**config.mk**
```make
export PLATFORM = sky130hd
export DESIGN_NAME = mpe_front_flat
export DESIGN_NICKNAME = d
export VERILOG_FILES = /design/src/hdl/mpe_pkg.sv /design/src/hdl/mpe_channels_if.sv /design/src/hdl/mpe_front.sv /design/src/flat_wrapper.sv
export SDC_FILE = /design/constraint.sdc
export NUM_CORES = 2
export LEC_CHECK = 0
export BUFFER_PORTS_ARGS = -buffer_cell sky130_fd_sc_hd__buf_2
export CAP_MARGIN = 15
export CORE_UTILIZATION = 44
export CTS_BUF_LIST = sky130_fd_sc_hd__clkbuf_8
export DETAILED_ROUTE_END_ITERATION = 8
export PLACE_DENSITY = 0.73
export SETUP_SLACK_MARGIN = 0.4
export SYNTH_ARGS = -nofsm -noshare
export SYNTH_HDL_FRONTEND = slang
export SYNTH_SLANG_ARGS = --single-unit
export TNS_END_PERCENT = 50
```
**constraint.sdc**
```tcl
create_clock -name clk -period 12.25 [get_ports clk]
set_input_delay 3.675 -clock clk [delete_from_list [all_inputs] [get_ports clk]]
set_output_delay 3.675 -clock clk [all_outputs]
set_load 0.01 [all_outputs]
```
**src/hdl/mpe_pkg.sv**
```systemverilog
`timescale 1ns / 1ps
// ---------------------------------------------------------------------------
// Mandelbrot pixel escape: package
// Fixed-point widths, register indexes, job and config bundles, saturation.
// ---------------------------------------------------------------------------
package mpe_pkg;

  // Field widths
  localparam int COORD_W   = 12;
  localparam int WORD_W    = 32;
  localparam int PITCH_W   = 31;
  localparam int COUNT_W   = 16;
  localparam int CFG_IDX_W = 3;

  // Fixed-point format and derived constants
  localparam int FRAC_BITS    = 28;
  localparam int PALETTE_SIZE = 16;
  localparam int PALETTE_W    = $clog2(PALETTE_SIZE);
  localparam int PROD_W       = COORD_W + PITCH_W;
  localparam int SAT_W        = PROD_W + 3;
  // |z|^2 >= 4 in Q(2*FRAC_BITS) means bit 2*FRAC_BITS+2 or above is set
  localparam int ESC_BIT      = 2 * FRAC_BITS + 2;

  // Register reset values
  localparam logic [COUNT_W-1:0]       LIMIT_RST  = 16'd256;
  localparam logic [COUNT_W-1:0]       OFFSET_RST = 16'd0;
  localparam logic signed [WORD_W-1:0] LEFT_RST   = -32'sd536870912;
  localparam logic signed [WORD_W-1:0] TOP_RST    = 32'sd268435456;
  localparam logic [PITCH_W-1:0]       PITCH_RST  = 31'd786432;

  // Configuration register indexes
  typedef enum logic [CFG_IDX_W-1:0] {
    REG_ITER_LIMIT   = 3'd0,
    REG_COLOR_OFFSET = 3'd1,
    REG_LEFT_EDGE    = 3'd2,
    REG_TOP_EDGE     = 3'd3,
    REG_COL_PITCH    = 3'd4,
    REG_ROW_PITCH    = 3'd5
  } mpe_reg_idx_t;

  // Iteration engine states
  typedef enum logic {
    CORE_IDLE,
    CORE_RUN
  } mpe_core_state_t;

  // Live configuration
  typedef struct packed {
    logic [COUNT_W-1:0]       iteration_limit;
    logic [COUNT_W-1:0]       color_offset;
    logic signed [WORD_W-1:0] left_edge;
    logic signed [WORD_W-1:0] top_edge;
    logic [PITCH_W-1:0]       column_pitch;
    logic [PITCH_W-1:0]       row_pitch;
  } mpe_cfg_t;

  // One pixel with its point c, passed from front to back
  typedef struct packed {
    logic [COORD_W-1:0]       row;
    logic [COORD_W-1:0]       col;
    logic signed [WORD_W-1:0] cx;
    logic signed [WORD_W-1:0] cy;
  } mpe_job_t;

  // Clamp a wide signed value to the signed 32-bit range
  function automatic logic signed [WORD_W-1:0] sat_word(
      input logic signed [SAT_W-1:0] v);
    logic [SAT_W-WORD_W:0] top_bits;
    top_bits = v[SAT_W-1:WORD_W-1];
    if ((&top_bits) || !(|top_bits)) begin
      return v[WORD_W-1:0];
    end else if (v[SAT_W-1]) begin
      return {1'b1, {(WORD_W-1){1'b0}}};
    end else begin
      return {1'b0, {(WORD_W-1){1'b1}}};
    end
  endfunction

endpackage

```
**src/hdl/mpe_channels_if.sv**
```systemverilog
`timescale 1ns / 1ps
// ---------------------------------------------------------------------------
// Mandelbrot pixel escape: channel interfaces
// Valid/ready channels for pixel requests, results and register writes.
// ---------------------------------------------------------------------------

// Pixel request channel
interface mpe_pixel_if import mpe_pkg::*; ();
  logic               valid;
  logic               ready;
  logic [COORD_W-1:0] pixel_row;
  logic [COORD_W-1:0] pixel_col;
  modport source (output valid, pixel_row, pixel_col, input ready);
  modport sink   (input valid, pixel_row, pixel_col, output ready);
endinterface


```
**src/hdl/mpe_front.sv**
```systemverilog
`timescale 1ns / 1ps
// ---------------------------------------------------------------------------
// Mandelbrot pixel escape: front end
// Accepts pixel requests and maps row and column to the point c.
// ---------------------------------------------------------------------------
module mpe_front import mpe_pkg::*; (
  input  logic      clk,
  input  logic      rst,
  input  mpe_cfg_t  cfg,
  mpe_pixel_if.sink pixel,
  output logic      job_valid,
  input  logic      job_ready,
  output mpe_job_t  job
);

  logic               f_valid;
  logic [COORD_W-1:0] f_row;
  logic [COORD_W-1:0] f_col;
  logic [PROD_W-1:0]  f_prod_c;
  logic [PROD_W-1:0]  f_prod_r;
  logic               accept;
  logic [SAT_W-1:0]   cx_wide;
  logic [SAT_W-1:0]   cy_wide;

  // Take a new pixel when the product stage is empty or draining
  assign pixel.ready = !f_valid || job_ready;
  assign accept      = pixel.valid && pixel.ready;

  // Hold the product stage occupancy
  always_ff @(posedge clk) begin
    if (rst) begin
      f_valid <= 1'b0;
    end else if (accept) begin
      f_valid <= 1'b1;
    end else if (job_ready) begin
      f_valid <= 1'b0;
    end
  end

  // Register the pitch products
  always_ff @(posedge clk) begin
    if (accept) begin
      f_row    <= pixel.pixel_row;
      f_col    <= pixel.pixel_col;
      f_prod_c <= PROD_W'(pixel.pixel_col) * PROD_W'(cfg.column_pitch);
      f_prod_r <= PROD_W'(pixel.pixel_row) * PROD_W'(cfg.row_pitch);
    end
  end

  // Offset from the edges and clamp
  always_comb begin
    cx_wide = SAT_W'(cfg.left_edge) + SAT_W'($signed({1'b0, f_prod_c}));
    cy_wide = SAT_W'(cfg.top_edge) - SAT_W'($signed({1'b0, f_prod_r}));
    job.row = f_row;
    job.col = f_col;
    job.cx  = sat_word(cx_wide);
    job.cy  = sat_word(cy_wide);
  end

  assign job_valid = f_valid;

endmodule

```
**src/flat_wrapper.sv**
```systemverilog
// flat-port wrapper written by rule: the top's interface ports become plain ports
module mpe_front_flat import mpe_pkg::*;
  (clk, rst, cfg, job_valid, job_ready, job, pixel_valid, pixel_pixel_row, pixel_pixel_col, pixel_ready);
  mpe_pixel_if pixel_i ();
  input  logic clk;
  input  logic rst;
  input  mpe_cfg_t cfg;
  output logic job_valid;
  input  logic job_ready;
  output mpe_job_t job;
  input wire logic [$bits(pixel_i.valid)-1:0] pixel_valid;
  input wire logic [$bits(pixel_i.pixel_row)-1:0] pixel_pixel_row;
  input wire logic [$bits(pixel_i.pixel_col)-1:0] pixel_pixel_col;
  output wire logic [$bits(pixel_i.ready)-1:0] pixel_ready;
  assign pixel_i.valid = pixel_valid;
  assign pixel_i.pixel_row = pixel_pixel_row;
  assign pixel_i.pixel_col = pixel_pixel_col;
  assign pixel_ready = pixel_i.ready;
  mpe_front u_core (.clk(clk), .rst(rst), .cfg(cfg), .pixel(pixel_i), .job_valid(job_valid), .job_ready(job_ready), .job(job));
endmodule
```
* After elaboration in Yosys (flattened, before gate mapping) *
Cells that the tools add are included.

cells by class
  $add $sub $neg = 2
  multiply operators = 2
  div/mod/pow operators = 0
  order comparisons = 0
  equality and inequality tests = 0
  shift operators = 0
  mux-type cells = 6
  bitwise logic cells = 0
  reduce and logical (&&, ||, !) cells = 12

operators with widths
  kind                                            count
  32-bit 2-to-1 mux                               4
  12-bit by 31-bit multiplier with 43-bit output  2
  32-bit by 44-bit adder with 45-bit output       1
  32-bit by 44-bit subtractor with 45-bit output  1
  15-bit AND reduction                            2
  15-bit OR reduction                             2
  1-bit zero test                                 3
  1-bit logical OR                                3
  1-bit 2-to-1 mux                                2
  2-bit nonzero test                              1
  1-bit logical AND                               1

storage, ports and cells
  register bits = 111
  bits in latches = 0
  memory bits (writable) = 0
  bits in read-only memories = 0
  input port bits = 186
  logic and storage cells = 27
  memories kept = 0

* Depth between registers and ports, before layout *
  depth in word-level cells = 5
  gate-level depth with buffers = 24

* Worst setup path before layout *
Ideal clock, no wire load.

  path type = input-to-output
  from = in cfg[94] in the netlist's numbering
  to = out job[33] in the netlist's numbering
  data arrival time = 6797 ps
  path slack = 1778 ps
  stages = 15
  buffers on the path = 1
  cell sequence = ha_1 inv_1 fa_1 nand2b_1 a21o_1 a211o_1 a21o_1 a31o_2 o21ba_2 o311ai_1 a211oi_1 and4_1 nor2_1 buf_2 mux2i_1

RTL lines
  element          RTL line            text
  start, declared  flat_wrapper.sv:7   input mpe_cfg_t cfg;
  end, declared    flat_wrapper.sv:10  output mpe_job_t job;

==> results by group <==
Logic synthesis
  – Post-synth EDFFs: 110
  – #FFs+latches synth: between 100 and 150
  – Sequential share of the synthesized area: 0.104
  – FFs w/ async S/R, synth: 0
  – Synth cell types: roughly 80
  – Syn_nets: roughly 4700
  – Synthesized area per cell: between 8 and 9 sq um
  – Mapped Cells: roughly 3700
  – Yosys Warn Count: 0
  – Main flop type after synthesis: edfxtp_1
  – Cell area after synthesis: about 0.032 sq mm

CTS
  – CTS Root Cell: clkbuf_8
  – CTS H-tree depth: 3
  – CTS sink cnt: approximately 110
  – Clock latency on the worst-skew pair: about 0.46 ns
  – Post-CTS Setup Inserts: 0
  – Count of hold-fix buffers inserted at cts: 0
  – Maximum buffer depth of the clock tree: 2
  – PostCTS Resize Cnt: 0
  – Clock-pin slew on the worst setup and hold paths: approximately 0.13 ns
  – TritonCTS Buffers: 9
  – TritonCTS clock tree: done

Setup path
  – Critical path arrival: around 7.6 ns
  – Critical Path Fanout Max: 23
  – Crit end category: output port
  – Flop-to-flop setup slack: around 10 ns
  – WP buf/inv: 3
  – Crit path kind: input pin to output port
  – FF-to-FF path depth: 3
  – Max incr delay on CP: about 0.74 ns
  – Slowest stage cell, crit path: nor3_2
  – Crit path max-delay family: compound AO/OA/AOI/OAI gates
  – Reg-to-reg endpoint: u_core.f_prod_r[32]
  – Crit start category: input pin
  – Critical path required time: around 8.6 ns
  – CP Cell Sequence: buf_2 > ha_1 > inv_1 > fa_1 > nand2b_1 > a21o_1 > a211o_1 > a21o_1 > a31o_2 > o21ba_2 > o311ai_1 > a211oi_1 > and4_1 > nor3_2 > o21bai_1 > buf_2
  – Critical path depth: 16
  – Reg2Reg Launch Point: u_core.job_valid
  – Crit path from: cfg[94]
  – Critical Path End: job[37]

GRT
  – Initial antenna violation count: 13
  – Vias in the first global route: between 20000 and 30000
  – Grt total ovfl: 0
  – GRT Resource Usage Total: 0.227
  – Maximum number of pins on one net before global-route repair: 61
  – First-pass GRT wire length: around 140 mm

STA
  – Fin. Hold Viols: 0
  – RSZ-0062 raised after global routing: no
  – Relative slew slack: 0.392
  – Max-slew violation count: 0
  – Final worst path period share: 0.917
  – Final setup vio count: 0
  – Final min period: 11.23 ns
  – Maximum clock rate: a little under 90 MHz
  – Setup TNS: 0 ns
  – Slew at the pin with the worst max-slew slack: 0.906 ns
  – Worst Skew: around 0.021 ns

Layout
  – Area growth syn-to-layout: 6.22%
  – Share of cells above drive strength 1: 0.0773
  – Fin nets: ~4800
  – Post-route cell area: 0.0340 sq mm
  – Layout Utilization: 0.474

Placed design
  – GP Congestion: between 0.9 and 1
  – Post-DP HPWL: roughly 66 mm
  – Buffers on Ports: between 200 and 250
  – Placed Instance Area: approximately 0.034 sq mm

Detailed routing
  – Initial DRC Count: about 1900
  – DRC errors left: 0
  – Via count: between 20000 and 30000
  – Antenna viol nets, final: 0
  – Vias per inst: about 5.4
  – Post-Route WL: ~80 mm
  – Post-DR wirelength/cell: around 17 microns
  – Drt pass-1 iters: 5

Die
  – Rows: slightly below 100
  – Die Wd: roughly 270 microns
  – Die area: ~0.074 sq mm
  – Initial Util: 0.446
  – Number of top-level pins: 276
  – Die Y-Extent: roughly 270 microns
  – Core area: 0.0717 sq mm

Hold path
  – Hold Path Class: flop to flop

Status
  – Status: finished, final reports clean

Power
  – Max VDD drop: 204 uV
  – Leakage power: 16.9 nW
  – Power per standard cell area: approximately 290 mW/mm^2

Run
  – Max cap viols: 0
## area by class of cell
| class | count | area (sq um) |
|---|---|---|
| flip-flops and latches | 111 | 3320 |
| clock buffers | 9 | 124 |
| inverters | 713 | 2680 |
| fillers | 6834 | 37700 |
| well taps | 950 | 1190 |
| multi-input cells | 2730 | 25400 |
| repair buffers | 248 | 1250 |
| diodes | 9 | 22.5 |
| clock inverters | 7 | 71.3 |
## registers in the layout, summed over array words and instances (netlist names)
signal / flops
u_core.f_col: 12
u_core.f_prod_c: 43
u_core.f_prod_r: 43
u_core.f_row: 12
u_core.job_valid: 1
## cells in the final DEF, fill, tap and decap left out, drive strengths merged, types with 16 or more instances in the layout
master / synthesis / routed
a21oi: 172 / 172
edfxtp: 110 / 110
o21a: 29 / 29
and3: 19 / 19
ha: 250 / 250
nand3: 37 / 37
xnor2: 90 / 90
and2: 248 / 248
o21bai: 49 / 49
fa: 582 / 582
buf: 9 / 248
nor2b: 19 / 19
nand4: 28 / 28
o211ai: 16 / 16
o21ai: 120 / 120
a21o: 64 / 64
inv: 713 / 718
nor3: 28 / 28
nand2b: 19 / 19
nor2: 111 / 111
nand2: 625 / 625
xor2: 54 / 54
## kinds of logic after synthesis
kind of cell / Yosys count / share of synthesized area
AND/OR/NAND/NOR: 1185 / 0.173
buffers and inverters: 886 / 0.105
adder cells (fa/ha/maj): 832 / 0.461
multiplexers: 10 / 0.00316
flip-flops: 111 / 0.104
XOR/XNOR: 144 / 0.0394
AO/OA/AOI/OAI: 559 / 0.114
## power breakdown
part / internal (mW) / switching, mW / total, mW
clock: 0.0803 / 0.162 / 0.243
combinational: 3.64 / 5.02 / 8.67
sequential: 0.939 / 0.0508 / 0.990
## worst min-delay path by stage
stage	depth (start not counted)	slack, ns	start	end
3_3_place_gp	2	0.51	u_core.job_valid	u_core.job_valid
6_report	2	0.56	u_core.job_valid	u_core.job_valid
2_1_floorplan	2	0.59	u_core.job_valid	u_core.job_valid
4_1_cts	2	0.54	u_core.job_valid	u_core.job_valid
3_5_place_dp	2	0.53	u_core.job_valid	u_core.job_valid
5_1_grt	2	0.59	u_core.job_valid	u_core.job_valid
## Yosys cell counts, types with 6 or more instances
library cell	count	area (sq um)
nor2_1	111	417
fa_1	582	11700
a21boi_0	6	45.0
a211oi_1	13	97.6
nand4_1	28	175
a21o_1	64	480
o211ai_1	16	120
clkbuf_1	164	616
a211o_1	13	114
and3_1	19	119
nor3_1	28	140
nand2b_1	19	119
nor2b_1	19	119
ha_1	250	3130
o21bai_1	49	368
inv_1	713	2680
a41oi_1	6	52.6
xor2_1	54	473
a21oi_1	169	846
edfxtp_1	110	3300
and4_1	8	70.1
nand2_1	625	2350
nand3_1	37	185
xnor2_1	90	788
o31ai_1	6	45.0
o21ai_0	85	425
nor4_1	10	62.6
a31oi_1	10	62.6
o21a_1	29	218
or3_1	8	50.1
mux2i_1	9	90.1
o21ai_1	32	160
and2_1	248	1550
## worst reg2reg max path, stage by stage, from the launching register on
cell	delay, ns
dfxtp_1	0.34
nand2b_1	0.12
and2_4	0.63
buf_4	0.77
## through the flow
step / hold WS (ns) / instances / power, mW / setup slack, ns
4_1_cts: 0.544 / 4768 / 9.83 / 0.961
3_5_place_dp: 0.526 / 4752 / 9.53 / 0.977
5_1_grt: 0.588 / 4774 / 11.1 / 0.570
3_3_place_gp: 0.510 / 4752 / 9.38 / 1.04
6_report: 0.558 / 4777 / 9.90 / 1.02
2_1_floorplan: 0.593 / 3727 / 7.54 / 1.78
## metal layers
metal / track usage / wire [microns] / up-vias
met5: 0 / 67 / -
met4: 0.0495 / 1320 / 12
met3: 0.0375 / 5950 / 102
met2: 0.369 / 37500 / 933
met1: 0.317 / 37000 / 12675
li1: - / - / 11869
Note: power is estimated with default switching activity, not from simulation.
