$ cat src/hdl/mpe_pkg.sv
`timescale 1ns / 1ps
// ---------------------------------------------------------------------------
// Mandelbrot pixel escape: package
// Fixed-point widths, register indexes, job and config bundles, saturation.
// ---------------------------------------------------------------------------
package mpe_pkg;

  // Field widths
  localparam int COORD_W   = 12;
  localparam int WORD_W    = 32;
  localparam int PITCH_W   = 31;
  localparam int COUNT_W   = 16;
  localparam int CFG_IDX_W = 3;

  // Fixed-point format and derived constants
  localparam int FRAC_BITS    = 28;
  localparam int PALETTE_SIZE = 16;
  localparam int PALETTE_W    = $clog2(PALETTE_SIZE);
  localparam int PROD_W       = COORD_W + PITCH_W;
  localparam int SAT_W        = PROD_W + 3;
  // |z|^2 >= 4 in Q(2*FRAC_BITS) means bit 2*FRAC_BITS+2 or above is set
  localparam int ESC_BIT      = 2 * FRAC_BITS + 2;

  // Register reset values
  localparam logic [COUNT_W-1:0]       LIMIT_RST  = 16'd256;
  localparam logic [COUNT_W-1:0]       OFFSET_RST = 16'd0;
  localparam logic signed [WORD_W-1:0] LEFT_RST   = -32'sd536870912;
  localparam logic signed [WORD_W-1:0] TOP_RST    = 32'sd268435456;
  localparam logic [PITCH_W-1:0]       PITCH_RST  = 31'd786432;

  // Configuration register indexes
  typedef enum logic [CFG_IDX_W-1:0] {
    REG_ITER_LIMIT   = 3'd0,
    REG_COLOR_OFFSET = 3'd1,
    REG_LEFT_EDGE    = 3'd2,
    REG_TOP_EDGE     = 3'd3,
    REG_COL_PITCH    = 3'd4,
    REG_ROW_PITCH    = 3'd5
  } mpe_reg_idx_t;

  // Iteration engine states
  typedef enum logic {
    CORE_IDLE,
    CORE_RUN
  } mpe_core_state_t;

  // Live configuration
  typedef struct packed {
    logic [COUNT_W-1:0]       iteration_limit;
    logic [COUNT_W-1:0]       color_offset;
    logic signed [WORD_W-1:0] left_edge;
    logic signed [WORD_W-1:0] top_edge;
    logic [PITCH_W-1:0]       column_pitch;
    logic [PITCH_W-1:0]       row_pitch;
  } mpe_cfg_t;

  // One pixel with its point c, passed from front to back
  typedef struct packed {
    logic [COORD_W-1:0]       row;
    logic [COORD_W-1:0]       col;
    logic signed [WORD_W-1:0] cx;
    logic signed [WORD_W-1:0] cy;
  } mpe_job_t;

  // Clamp a wide signed value to the signed 32-bit range
  function automatic logic signed [WORD_W-1:0] sat_word(
      input logic signed [SAT_W-1:0] v);
    logic [SAT_W-WORD_W:0] top_bits;
    top_bits = v[SAT_W-1:WORD_W-1];
    if ((&top_bits) || !(|top_bits)) begin
      return v[WORD_W-1:0];
    end else if (v[SAT_W-1]) begin
      return {1'b1, {(WORD_W-1){1'b0}}};
    end else begin
      return {1'b0, {(WORD_W-1){1'b1}}};
    end
  endfunction

endpackage

$ cat src/hdl/mpe_queue.sv
`timescale 1ns / 1ps
// ---------------------------------------------------------------------------
// Mandelbrot pixel escape: job queue
// Small FIFO of prepared pixels between the front end and the iteration core.
// ---------------------------------------------------------------------------
module mpe_queue import mpe_pkg::*; #(
  parameter int DEPTH = 2
) (
  input  logic     clk,
  input  logic     rst,
  input  logic     in_valid,
  output logic     in_ready,
  input  mpe_job_t in_data,
  output logic     out_valid,
  input  logic     out_ready,
  output mpe_job_t out_data
);

  localparam int PTR_W = (DEPTH > 1) ? $clog2(DEPTH) : 1;
  localparam int CNT_W = $clog2(DEPTH + 1);

  mpe_job_t         entries [DEPTH];
  logic [PTR_W-1:0] wr_ptr;
  logic [PTR_W-1:0] rd_ptr;
  logic [CNT_W-1:0] count;
  logic             push;
  logic             pop;

  assign in_ready  = (count != CNT_W'(DEPTH));
  assign out_valid = (count != '0);
  assign push      = in_valid && in_ready;
  assign pop       = out_valid && out_ready;
  assign out_data  = entries[rd_ptr];

  // Advance pointers and occupancy
  always_ff @(posedge clk) begin
    if (rst) begin
      wr_ptr <= '0;
      rd_ptr <= '0;
      count  <= '0;
    end else begin
      if (push) begin
        wr_ptr <= (wr_ptr == PTR_W'(DEPTH - 1)) ? '0 : wr_ptr + 1'b1;
      end
      if (pop) begin
        rd_ptr <= (rd_ptr == PTR_W'(DEPTH - 1)) ? '0 : rd_ptr + 1'b1;
      end
      if (push && !pop) begin
        count <= count + 1'b1;
      end else if (pop && !push) begin
        count <= count - 1'b1;
      end
    end
  end

  // Store the incoming job
  always_ff @(posedge clk) begin
    if (push) begin
      entries[wr_ptr] <= in_data;
    end
  end

endmodule

$ cat config.mk
export PLATFORM = sky130hd
export DESIGN_NAME = mpe_queue
export DESIGN_NICKNAME = d
export VERILOG_FILES = /design/src/hdl/mpe_pkg.sv /design/src/hdl/mpe_queue.sv
export SDC_FILE = /design/constraint.sdc
export NUM_CORES = 1
export LEC_CHECK = 0
export ABC_CLOCK_PERIOD_IN_PS = 3000
export BUFFER_PORTS_ARGS = -buffer_cell sky130_fd_sc_hd__clkbuf_2
export CORE_UTILIZATION = 47
export CTS_CLUSTER_DIAMETER = 100
export DETAILED_ROUTE_END_ITERATION = 10
export HOLD_SLACK_MARGIN = 0.06
export PLACE_DENSITY = 0.76
export SYNTH_ARGS = -nofsm -noshare
export SYNTH_HDL_FRONTEND = slang
export SYNTH_SLANG_ARGS = --single-unit
$ cat constraint.sdc
create_clock -name clk -period 3 [get_ports clk]
set_input_delay 0.3 -clock clk [delete_from_list [all_inputs] [get_ports clk]]
set_output_delay 0.3 -clock clk [all_outputs]
set_load 0.01 [all_outputs]
## Word level (Yosys, flattened, before mapping)

Memories as Yosys holds them, arrays and structs flattened. A register that Yosys moved wholly into a read port is not among the register bits.
Cells that the tools add are included.

| cells by class | value |
|---|---|
| add/subtract/negate cells | 4 |
| equal/unequal tests | 1 |
| multiplexer cells | 8 |
| reductions and logical operators | 8 |

Operators with widths:

| kind | count |
|---|---|
| $mux 1 | 6 |
| $logic_and 1x1->1 | 4 |
| $mux 2 | 2 |
| $reduce_bool 2->1 | 2 |
| $add 1x1->1 const B | 2 |
| $add 2x1->2 const B | 1 |
| $logic_not 1->1 | 2 |
| $ne 2x2->1 const B | 1 |
| $sub 2x1->2 const B | 1 |

| storage, ports and cells | value |
|---|---|
| bits in registers | 4 |
| memory bits (writable) | 176 |
| input port bits | 92 |
| output and inout bits | 90 |
| memories kept | 1 |

Memories:

| name | words | bits a word | rd ports | clocked after memory_dff | wr ports | RTL line | RTL |
|---|---|---|---|---|---|---|---|
| entries | 2 | 88 | 1 | 1 | 1 | mpe_queue.sv:22 | `mpe_job_t entries [DEPTH];` |

## Logic depth before layout (Yosys ltp)

Gate-level depths: netlist of the first run.

| depth | value |
|---|---|
| word-level depth | 6 |
| mapped depth | 6 |

## Least setup slack after synthesis of the first run

OpenSTA, ideal clock, no wires.

| timing | value |
|---|---|
| path type | flip-flop to flip-flop |
| start point | register count[0] |
| end point | memory entries[1][0] (netlist name), enable pin |
| setup time | 457 ps |
| arrival | 2734 ps |
| required time | 2543 ps |
| setup slack | -191 ps |
| cell stages (with the launch flop) | 3 |
| path through | dfxtp_1 > nand2b_1 > and3_1 |

| between the ends | value |
|---|---|
| word-level cells in the longest chain between the ends | 4 |

RTL lines:

| item | RTL line | RTL |
|---|---|---|
| from (decl) | mpe_queue.sv:25 | `logic [CNT_W-1:0] count;` |
| from (signal assigned) | mpe_queue.sv:49 | `count <= count + 1'b1;` |
| from (signal assigned) | mpe_queue.sv:51 | `count <= count - 1'b1;` |
| $ne 2x2->1 | mpe_queue.sv:29 | `assign in_ready = (count != CNT_W'(DEPTH));` |
| named net in_ready | mpe_queue.sv:12 | `output logic in_ready,` |
| $logic_and 1x1->1 | mpe_queue.sv:31 | `assign push = in_valid && in_ready;` |
| $mux 1 | mpe_queue.sv:58 | `if (push) begin` |
| $mux 1 (not written as such) | mpe_queue.sv:59 | `entries[wr_ptr] <= in_data;` |
| to (decl) | mpe_queue.sv:22 |  |

The timed path passes the listed nets, and every way through them passes these cells.

==> impl_metrics.ini, run 1 <==
[outcome]
status = complete, no violations

[timing]
finalCritPeriodShare_pct = 74.14
fmax_ghz = 0.4496
max_slew_margin_pct = 59.05
tns_ns = 0
fin_hold_ws_ns = 0.07886
finalMaxSlewViolations = 0
rsz0062_at_grt = no
finalCriticalPeriod_ns = 2.224
worstMarginPinSlew_ns = 0.6142
fin_skew_ns = 0.006733
finalSetupViolCount = 0
hold_viol_final = 0

[setup_path]
worstSetupEndpointType = primary output
reg2reg_slack_ns = 1.08
r2r_start = count[0]$_SDFFE_PP0P_
path_class = register to primary output
reg2reg_to = entries[1][6]$_DFFE_PP_
r2r_cells = 3
cp_data_arrival_time_ns = 1.92
start_kind = register
path_max_fanout = 35
worst_ep_required_time_ns = 2.70

[die]
floorplan.rows = 43
core-area_sq_um = 13830
pin_count = 182
chipHeight_um = 120.9
fp.dieW_um = 120.9
design.die.area_sq_um = 14630
initial_core_util_pct = 48.09

[routing]
wl_met2_um = 6123
top_layer_used = met4
vias = 3585
wirelength_um = 11740
avgViaCountPerCell = 4.806
drtIter0Drc = 168
met3_length_um = 822
wire_per_inst_um = 15.74
antenna_left = 0
wirelength_met1_um = 4549
drc = 0
firstDrtPassIters = 4

[global_route]
grt_pass1_vias = 3709
antenna_found_initial = 0
grt_pass1_wl_um = 17570
grt.overflow.total = 0
grt_usage_pct = 16.40
grt_max_degree = 44

[min_path]
hold_path_end = entries[0][79]$_DFFE_PP_
min_path_cells = 1
hold_start = in_data[79]
min_path_type = primary input to register

[final_layout]
fillers = 939
final_cells = 746
final_nets = 646
regArea_sq_um = 5389
area.growth.synth_to_final_pct = 35.66
layout-drive-gt1-share_pct = 54.59
diodes = 0
multi_input_area_sq_um = 1190

[yosys]
yosysSeqAreaShare_pct = 80.99
yosysWarnings = 0
ys_types = 19
syn_nets = 391
syn_area_per_cell_sq_um = 22.31
syn_area_sq_um = 6649
synth_seq_cells = 181
synth_cells = 298

[clock_tree]
cts_buffers = 17
clk_latency_ns = 0.42
numClockSinks = 181
h-tree-depth = 4
path_clk_slew_ns = 0.06
clockRootBuffer = clkbuf_16
ctsLongestPathBuffers = 2
cts_tree = yes

[power_and_ir_drop]
p_per_area_nw_per_um2 = 812.8
ir_drop_mv = 0.5015
p_leak_uw = 0.003473

[placed_design]
io_buffer_count = 181
placedCellCount = 655
hpwl_um = 7404
gp_congestion = 0.7560

[flow_run]
cap_viol_max_count = 0
-- cells in the final DEF (no fill, tap or decap), drive strengths merged --
master,netlist,final
clkinvlp,0,3
o21ai,2,2
and3,1,1
ha,1,1
dfxtp,5,5
or2,1,1
nor2,3,3
nand3b,1,1
inv,1,1
buf,10,6
or3,1,1
and2,1,1
mux2,88,88
clkbuf,0,204
nand2b,1,1
bufinv,0,4
clkinv,0,2
edfxtp,176,176
xor2,3,3
a21bo,1,1
dlygate4sd3,0,59
a21oi,2,2
-- layer usage --
| metal | up-vias | GRT usage, % |
|---|---|---|
| met4 | 0 | 8.642 |
| met2 | 148 | 27.96 |
| met5 | - | 0 |
| met1 | 1724 | 18.33 |
| met3 | 20 | 5.216 |
| li1 | 1693 | - |
-- synthesized netlist by cell type, drive strengths merged --
master | instances | area [sq um]
a21bo | 1 | 10.01
a21oi | 2 | 10.01
and2 | 1 | 6.260
and3 | 1 | 6.260
buf | 10 | 75.07
dfxtp | 5 | 100.1
edfxtp | 176 | 5285
ha | 1 | 12.51
inv | 1 | 3.750
mux2 | 88 | 1066
nand2b | 1 | 6.260
nand3b | 1 | 7.510
nor2 | 3 | 11.26
o21ai | 2 | 10.01
or2 | 1 | 6.260
or3 | 1 | 6.260
xor2 | 3 | 26.28
-- critical path, stage by stage, from the launching register on --
cell      delay, ns
dfxtp_4        0.49
buf_4          0.46
mux2_2         0.40
clkbuf_2       0.13
-- through the flow --
| step | setup WS (ns) | total power (uW) | utilization (%) | area (sq um) |
|---|---|---|---|---|
| 2_1_floorplan | 0.1210 | 4408 | - | 6650 |
| 3_3_place_gp | 1.138 | 4976 | 56.40 | 7799 |
| 3_5_place_dp | 1.086 | 5018 | 56.40 | 7799 |
| 4_1_cts | 0.7389 | 7400 | 65.23 | 9020 |
| 5_1_grt | 0.6835 | 7617 | 65.23 | 9020 |
| 6_report | 0.7758 | 7331 | 65.23 | 9020 |
-- logic make-up (layout without fill, tap and decap cells) --
group                    after synthesis  in the layout  synth area share, %
flip-flops                           181            181                80.99
multiplexers                          88             88                16.03
buffers and inverters                 11            279                1.185
AND/OR/NAND/NOR                        9              9               0.7531
AO/OA/AOI/OAI                          5              5               0.4517
XOR/XNOR                               3              3               0.3953
adder cells (fa/ha/maj)                1              1               0.1882
-- flip-flops by register name, indices dropped and copies added, names as in the netlist, named ones only --
signal / count
wr_ptr: 1
count: 2
entries: 176
rd_ptr: 1
-- layout make-up --
class	instances	area share (%)
clock buffers	23	5.299
clock inverters	9	1.692
inverters	1	0.06936
multi-input cells	106	13.19
flip-flops and latches	181	59.74
well taps	180	2.497
repair buffers	246	17.51
-- report_power, final --
| group | internal [uW] | switching, uW |
|---|---|---|
| logic | 868 | 879 |
| registers | 3160 | 107 |
| clock network | 1460 | 859 |
| total | 5490 | 1850 |
-- how the worst max path moves through the flow --
stage / start / end / slack [ns] / depth (start not counted)
after CTS: register / out_data[69] / 0.74 / 3
after global placement: count[0]$_SDFFE_PP0P_ / entries[1][84]$_DFFE_PP_ / 1.14 / 3
after global routing: register / out_data[12] / 0.68 / 3
final: register / out_data[69] / 0.78 / 3
after detailed placement: count[0]$_SDFFE_PP0P_ / entries[1][84]$_DFFE_PP_ / 1.09 / 3
after floorplan: count[0]$_SDFFE_PP0P_ / entries[0][0]$_DFFE_PP_ / 0.12 / 3
-- timing repair --
| action | in CTS | in global routing |
|---|---|---|
| hold buffers | 59 | 0 |
| endpoints found under the hold margin | 117 | 0 |
| gates resized for setup | 0 | 0 |
| buffers inserted | 0 | 0 |
Power figures use the tool's default switching activity.
==> run 2: changes to the inputs <==
--- a/config.mk
+++ b/config.mk
@@ -5,7 +5,8 @@
 export SDC_FILE = /design/constraint.sdc
 export NUM_CORES = 1
 export LEC_CHECK = 0
-export ABC_CLOCK_PERIOD_IN_PS = 3000
+export ABC_AREA = 1
+export ABC_CLOCK_PERIOD_IN_PS = 2000
 export BUFFER_PORTS_ARGS = -buffer_cell sky130_fd_sc_hd__clkbuf_2
 export CORE_UTILIZATION = 47
 export CTS_CLUSTER_DIAMETER = 100
==> constraint.sdc (replaced) <==
create_clock -name clk -period 2 [get_ports clk]
set_input_delay 0.2 -clock clk [delete_from_list [all_inputs] [get_ports clk]]
set_output_delay 0.2 -clock clk [all_outputs]
set_load 0.01 [all_outputs]
==> run 2 against run 1 <==
Compared with the run above: sequential power is 51% higher; design area is 2.7% higher; critical path depth stayed put; core utilization is 1.5 points higher; critical endpoint is now out_data[8]; wire length is 3.9% higher; critical path type unchanged.
==> impl_metrics.ini, run 2 <==
[outcome]
status = complete, no violations

[timing]
finalSetupViolCount = 0
finalCritPeriodShare_pct = 92.83
hold_viol_final = 0
tns_ns = 0
fin_hold_ws_ns = 0.08371
finalCriticalPeriod_ns = 1.857
fin_skew_ns = 0.004596
setup_ws_ns = 0.1434
fmax_ghz = 0.5386
rsz0062_at_grt = no
worstMarginPinSlew_ns = 0.4878
max_slew_margin_pct = 67.48
finalMaxSlewViolations = 0

[setup_path]
worst_ep_required_time_ns = 1.80
cp_data_arrival_time_ns = 1.66
start_kind = register
path_class = register to primary output
worstSetupEndpointType = primary output
path_max_fanout = 60

[final_layout]
diodes = 0
final_cell_area_sq_um = 9268
multi_input_area_sq_um = 1205
regArea_sq_um = 5390
reg_top3 = entries: 176 flops, count: 2 flops
area.growth.synth_to_final_pct = 39.05
final_common_cell = clkbuf_2
largest_reg_flops = 176
fillers = 954
layout_common_cells = 181 x clkbuf_2, 176 x edfxtp_1, 88 x dlygate4sd3_1
regMostFlops = entries
layout-drive-gt1-share_pct = 50.50
final_nets = 686

[placed_design]
gp_congestion = 0.6704
hpwl_um = 7165
placed_cell_area_sq_um = 7836
post-place-ws_ns = 0.5217
io_buffer_count = 181

[yosys]
synth.largest_area_cell = edfxtp_1
synth_area_leaders = edfxtp_1 79%, mux2_2 11%, mux2_4 4.5%, dfxtp_1 1.5%, buf_6 0.68%
synthTopCellsByCount = 176 x edfxtp_1, 68 x mux2_2, 20 x mux2_4
yosysWarnings = 0
ys_types = 14
yosysSeqAreaShare_pct = 80.80
syn_nets = 404
syn_area_per_cell_sq_um = 21.43
async_flop_share_pct = 0
synth_cells = 311
synth-edff-count = 176
synth_seq_cells = 181
synth.most_common_cell = edfxtp_1
ys.flop_type = edfxtp_1
synth.top_cell.area_share_pct = 79.29
syn_area_sq_um = 6665

[die]
pin_count = 182
core-area_sq_um = 13880
design.die.area_sq_um = 14660
floorplan.rows = 43
fp.dieW_um = 121.1
chipHeight_um = 121.1
initial_core_util_pct = 48.02

[routing]
vias = 3771
firstDrtPassIters = 4
drtIter0Drc = 226
wirelength_um = 12200
avgViaCountPerCell = 4.798
wire_per_inst_um = 15.52
drc = 0
antenna_left = 0

[flow_run]
cap_viol_max_count = 0

[global_route]
grt_pass1_vias = 3907
grt_pass1_wl_um = 18710
antenna_found_initial = 0
grt.overflow.total = 0
grt_max_degree = 89
grt_usage_pct = 17.38

[clock_tree]
clk_latency_ns = 0.42
cts_buffers = 17
ctsLongestPathBuffers = 2
cts_tree = yes
clockRootBuffer = clkbuf_16
numClockSinks = 181
cts_setup_buffers = 0
h-tree-depth = 4
path_clk_slew_ns = 0.06

[power_and_ir_drop]
p_leak_uw = 0.003589
ir_drop_mv = 0.7038
p_per_area_nw_per_um2 = 1143

[min_path]
min_path_type = primary input to register
[run 2: cell count changes in the layout (fill, tap and decap cells not counted), moves of 3 or more]
cell / delta
nand2_1: +7
clkbuf_8: -3
xor2_1: -3
dlygate4sd3_1: +29
buf_4: -3
inv_1: +7
[run 2: worst paths after layout]
path	slack, ns	depth (start not counted)	startpoint	endpoint
worst max-delay path	0.14	3	register	out_data[8]
worst min register to register	0.52	2	rd_ptr$_SDFFE_PP0P_	rd_ptr$_SDFFE_PP0P_
worst max register to register	0.51	5	count[0]$_SDFFE_PP0P_	entries[0][47]$_DFFE_PP_
worst min-delay path	0.08	4	rst	wr_ptr$_SDFFE_PP0P_
[run 2: timing repair]
action,CTS,global route
hold endpoints to repair,176,0
gates resized for setup,0,0
hold buffers,88,0
[run 2: logic make-up (layout without fill, tap and decap cells)]
kind of cell,count (synthesis),after routing,share of synthesized area (%)
flip-flops,181,181,80.80
multiplexers,88,88,15.99
AND/OR/NAND/NOR,19,19,1.145
buffers and inverters,18,313,1.577
AO/OA/AOI/OAI,4,4,0.3004
adder cells (fa/ha/maj),1,1,0.1877
[run 2: cell type report]
type | count | area share, %
inverters | 8 | 0.3240
multi-input cells | 112 | 13.00
flip-flops and latches | 181 | 58.16
clock buffers | 21 | 4.752
well taps | 180 | 2.430
clock inverters | 11 | 1.188
repair buffers | 273 | 20.14
[run 2: critical path: stages (launching register included)]
cell,delay (ns)
dfxtp_4,0.37
buf_12,0.31
mux2_2,0.40
clkbuf_2,0.14
[run 2: per-layer routing]
| metal | wire length [um] | track usage (%) | part of all wire (%) |
|---|---|---|---|
| met2 | 6576 | 31.54 | 54 |
| met1 | 4716 | 18.51 | 39 |
| met4 | 220 | 7.870 | 1.8 |
| met5 | 0 | 0 | 0 |
| met3 | 684 | 5.122 | 5.6 |
[run 2: stage by stage]
step           instances  total power [uW]  utilization [%]
2_1_floorplan        311              6550                -
5_1_grt              786             11070            66.77
3_3_place_gp         666              7384            56.45
3_5_place_dp         666              7469            56.45
6_report             786             10600            66.77
4_1_cts              786             10690            66.77
[run 2: report_power, final]
part	internal, uW	switching (uW)	leakage (uW)	total, uW
logic	1230	1340	0.00164	2570
clock network	1820	1270	0.000262	3090
registers	4800	136	0.00168	4940
==> run 3: changes to the inputs <==
--- a/config.mk
+++ b/config.mk
@@ -8,11 +8,14 @@
 export ABC_AREA = 1
 export ABC_CLOCK_PERIOD_IN_PS = 2000
 export BUFFER_PORTS_ARGS = -buffer_cell sky130_fd_sc_hd__clkbuf_2
-export CORE_UTILIZATION = 47
+export CELL_PAD_IN_SITES_DETAIL_PLACEMENT = 0
+export CELL_PAD_IN_SITES_GLOBAL_PLACEMENT = 1
+export CORE_UTILIZATION = 39
 export CTS_CLUSTER_DIAMETER = 100
+export CTS_CLUSTER_SIZE = 14
 export DETAILED_ROUTE_END_ITERATION = 10
 export HOLD_SLACK_MARGIN = 0.06
-export PLACE_DENSITY = 0.76
+export PLACE_DENSITY_LB_ADDON = 0.1
 export SYNTH_ARGS = -nofsm -noshare
 export SYNTH_HDL_FRONTEND = slang
 export SYNTH_SLANG_ARGS = --single-unit
==> run 3 against run 2 <==
Compared with the run above: setup slack lost 0.0075 ns; via count fell by 0.53%; sequential power barely moved; design area grew 2.6%; clock-buffer cell count is 4 lower; non-clock buffer count up 11; power rose by 5.7%; combinational power is 2% higher; sequential cell count did not move; register-to-register slack improved by 0.04 ns; hold slack lost 0.0019 ns; critical path type unchanged.
==> impl_metrics.ini, run 3 (synthesis results as in run 2) <==
[outcome]
status = complete, no violations

[final_layout]
regMostFlops = entries
fillers = 1325
diodes = 0
multi_input_area_sq_um = 1205
final_common_cell = clkbuf_2
final_nets = 697
layout_common_cells = 181 x clkbuf_2, 176 x edfxtp_1, 89 x dlygate4sd3_1
layout-drive-gt1-share_pct = 52.19
regArea_sq_um = 5390
area.growth.synth_to_final_pct = 42.63
largest_reg_flops = 176
reg_top3 = entries: 176 flops, count: 2 flops

[die]
fp.dieW_um = 132.7
pin_count = 182
chipHeight_um = 132.7
core-area_sq_um = 16640
floorplan.rows = 47
initial_core_util_pct = 40.05
design.die.area_sq_um = 17620

[power_and_ir_drop]
intPower_uw = 8319
switching_share_pct = 25.69
p_per_area_nw_per_um2 = 1178
p_leak_uw = 0.003709
p_sw_uw = 2876
ir_drop_mv = 0.5665
power.share.clock_pct = 32.4
comb_power_share_pct = 23.5
pwr-share-seq_pct = 44.2

[setup_path]
cpLargestDelayFamily = flip-flops
worstSetupEndpointType = primary output
crit_slowest_cell = dfxtp_4
cp_data_arrival_time_ns = 1.66
worst_ep_required_time_ns = 1.80
path_buf_inv = 2
path_class = register to primary output
crit_path_cell_trace = buf_12 > mux2_2 > clkbuf_2
start_kind = register
slowest_delay_ns = 0.47
path_max_fanout = 31

[timing]
finalMaxSlewViolations = 0
fin_skew_ns = 0.005745
max_slew_margin_pct = 71.26
finalCriticalPeriod_ns = 1.864
finalSetupViolCount = 0
setup_ws_ns = 0.1360
fin_hold_ws_ns = 0.08181
rsz0062_at_grt = no
finalCritPeriodShare_pct = 93.20
hold_viol_final = 0
fmax_ghz = 0.5365
worstMarginPinSlew_ns = 0.4311

[routing]
wire_per_inst_um = 14.95
firstDrtPassIters = 4
drc = 0
wirelength_um = 12520
vias = 3751
drtIter0Drc = 171
antenna_left = 0
avgViaCountPerCell = 4.481

[global_route]
grt_busiest_layer = met2
antenna_found_initial = 0
grt_util_met1_pct = 17.63
grt_pass1_vias = 3934
grt.met3_usage_pct = 5.326
use_met2_pct = 24.12
grt.overflow.total = 0
grt_max_degree = 75
grt_pass1_wl_um = 19520
grt_usage_pct = 14.74

[clock_tree]
path_clk_slew_ns = 0.07
ctsLongestPathBuffers = 2
cts_buffers = 17
h-tree-depth = 4
cts_tree = yes
clk_latency_ns = 0.42
clockRootBuffer = clkbuf_16
numClockSinks = 181

[placed_design]
hpwl_um = 8037
io_buffer_count = 181
gp_congestion = 0.6945
post-place-ws_ns = 0.4757

[flow_run]
cap_viol_max_count = 0

[min_path]
min_path_type = primary input to register
-- run 3: cell types whose count changed in the layout (fill, tap and decap cells not counted) --
cell           change
buf_6              +1
inv_8              +1
clkbuf_1           -4
buf_4              +9
dlygate4sd3_1      +1
bufinv_16          +3
clkinv_4           +2
clkinv_1           -2
inv_6              +3
clkinvlp_4         -3
-- run 3: area by class of cell --
class,count,share of cell area [%]
well taps,220,2.895
clock buffers,17,4.475
repair buffers,284,20.57
flip-flops and latches,181,56.70
multi-input cells,112,12.67
inverters,8,0.3159
clock inverters,15,2.369
-- run 3: worst register-to-register path, delay by kind of cell, from the launching register on --
kind,cells,cell delay [ns]
and+or+nand+nor,3,0.28
buffers and inverters,2,0.43
DFF,1,0.33
-- run 3: timing repair --
| action | CTS | global route |
|---|---|---|
| setup buffers | 0 | 7 |
| hold buffers | 89 | 0 |
| endpoints found under the hold margin | 177 | 0 |
| gates resized for setup | 0 | 1 |
| setup endpoints to repair | 0 | 20 |
-- run 3: routing by layer --
layer,part of all wire (%),wire (um),vias up
met5,0,0,-
met4,1.7,218,0
met3,6.4,800,16
met2,48,6057,120
met1,43,5438,1814
li1,-,-,1801
-- run 3: worst paths after layout --
| kind | from | endpoint | slack (ns) | cells past startpoint |
|---|---|---|---|---|
| worst max register to register | count[0]$_SDFFE_PP0P_ | entries[1][61]$_DFFE_PP_ | 0.55 | 5 |
| worst min register to register | rd_ptr$_SDFFE_PP0P_ | rd_ptr$_SDFFE_PP0P_ | 0.50 | 2 |
| worst max-delay path | register | out_data[26] | 0.14 | 3 |
| worst min-delay path | out_ready | rd_ptr$_SDFFE_PP0P_ | 0.08 | 3 |
-- run 3: metrics by stage --
step / power (uW) / std cells / setup TNS, ns / instance area (sq um) / util [%]
after floorplan: 6550 / 311 / -43.89 / 6696 / -
after global placement: 7473 / 709 / 0 / 7909 / 47.52
after detailed placement: 7505 / 709 / 0 / 7909 / 47.52
after CTS: 11280 / 830 / 0 / 9450 / 56.79
after global routing: 11710 / 837 / 0 / 9507 / 57.12
final: 11190 / 837 / 0 / 9507 / 57.12
-- run 3: power by group through the flow --
stage / logic (uW) / registers (uW) / clock network, uW
global route: 2840 / 5000 / 3870
global placement: 2450 / 5030 / 0
detailed placement: 2450 / 5050 / 0
floorplan: 1570 / 4980 / 0
CTS: 2600 / 4970 / 3700
finish: 2630 / 4950 / 3620
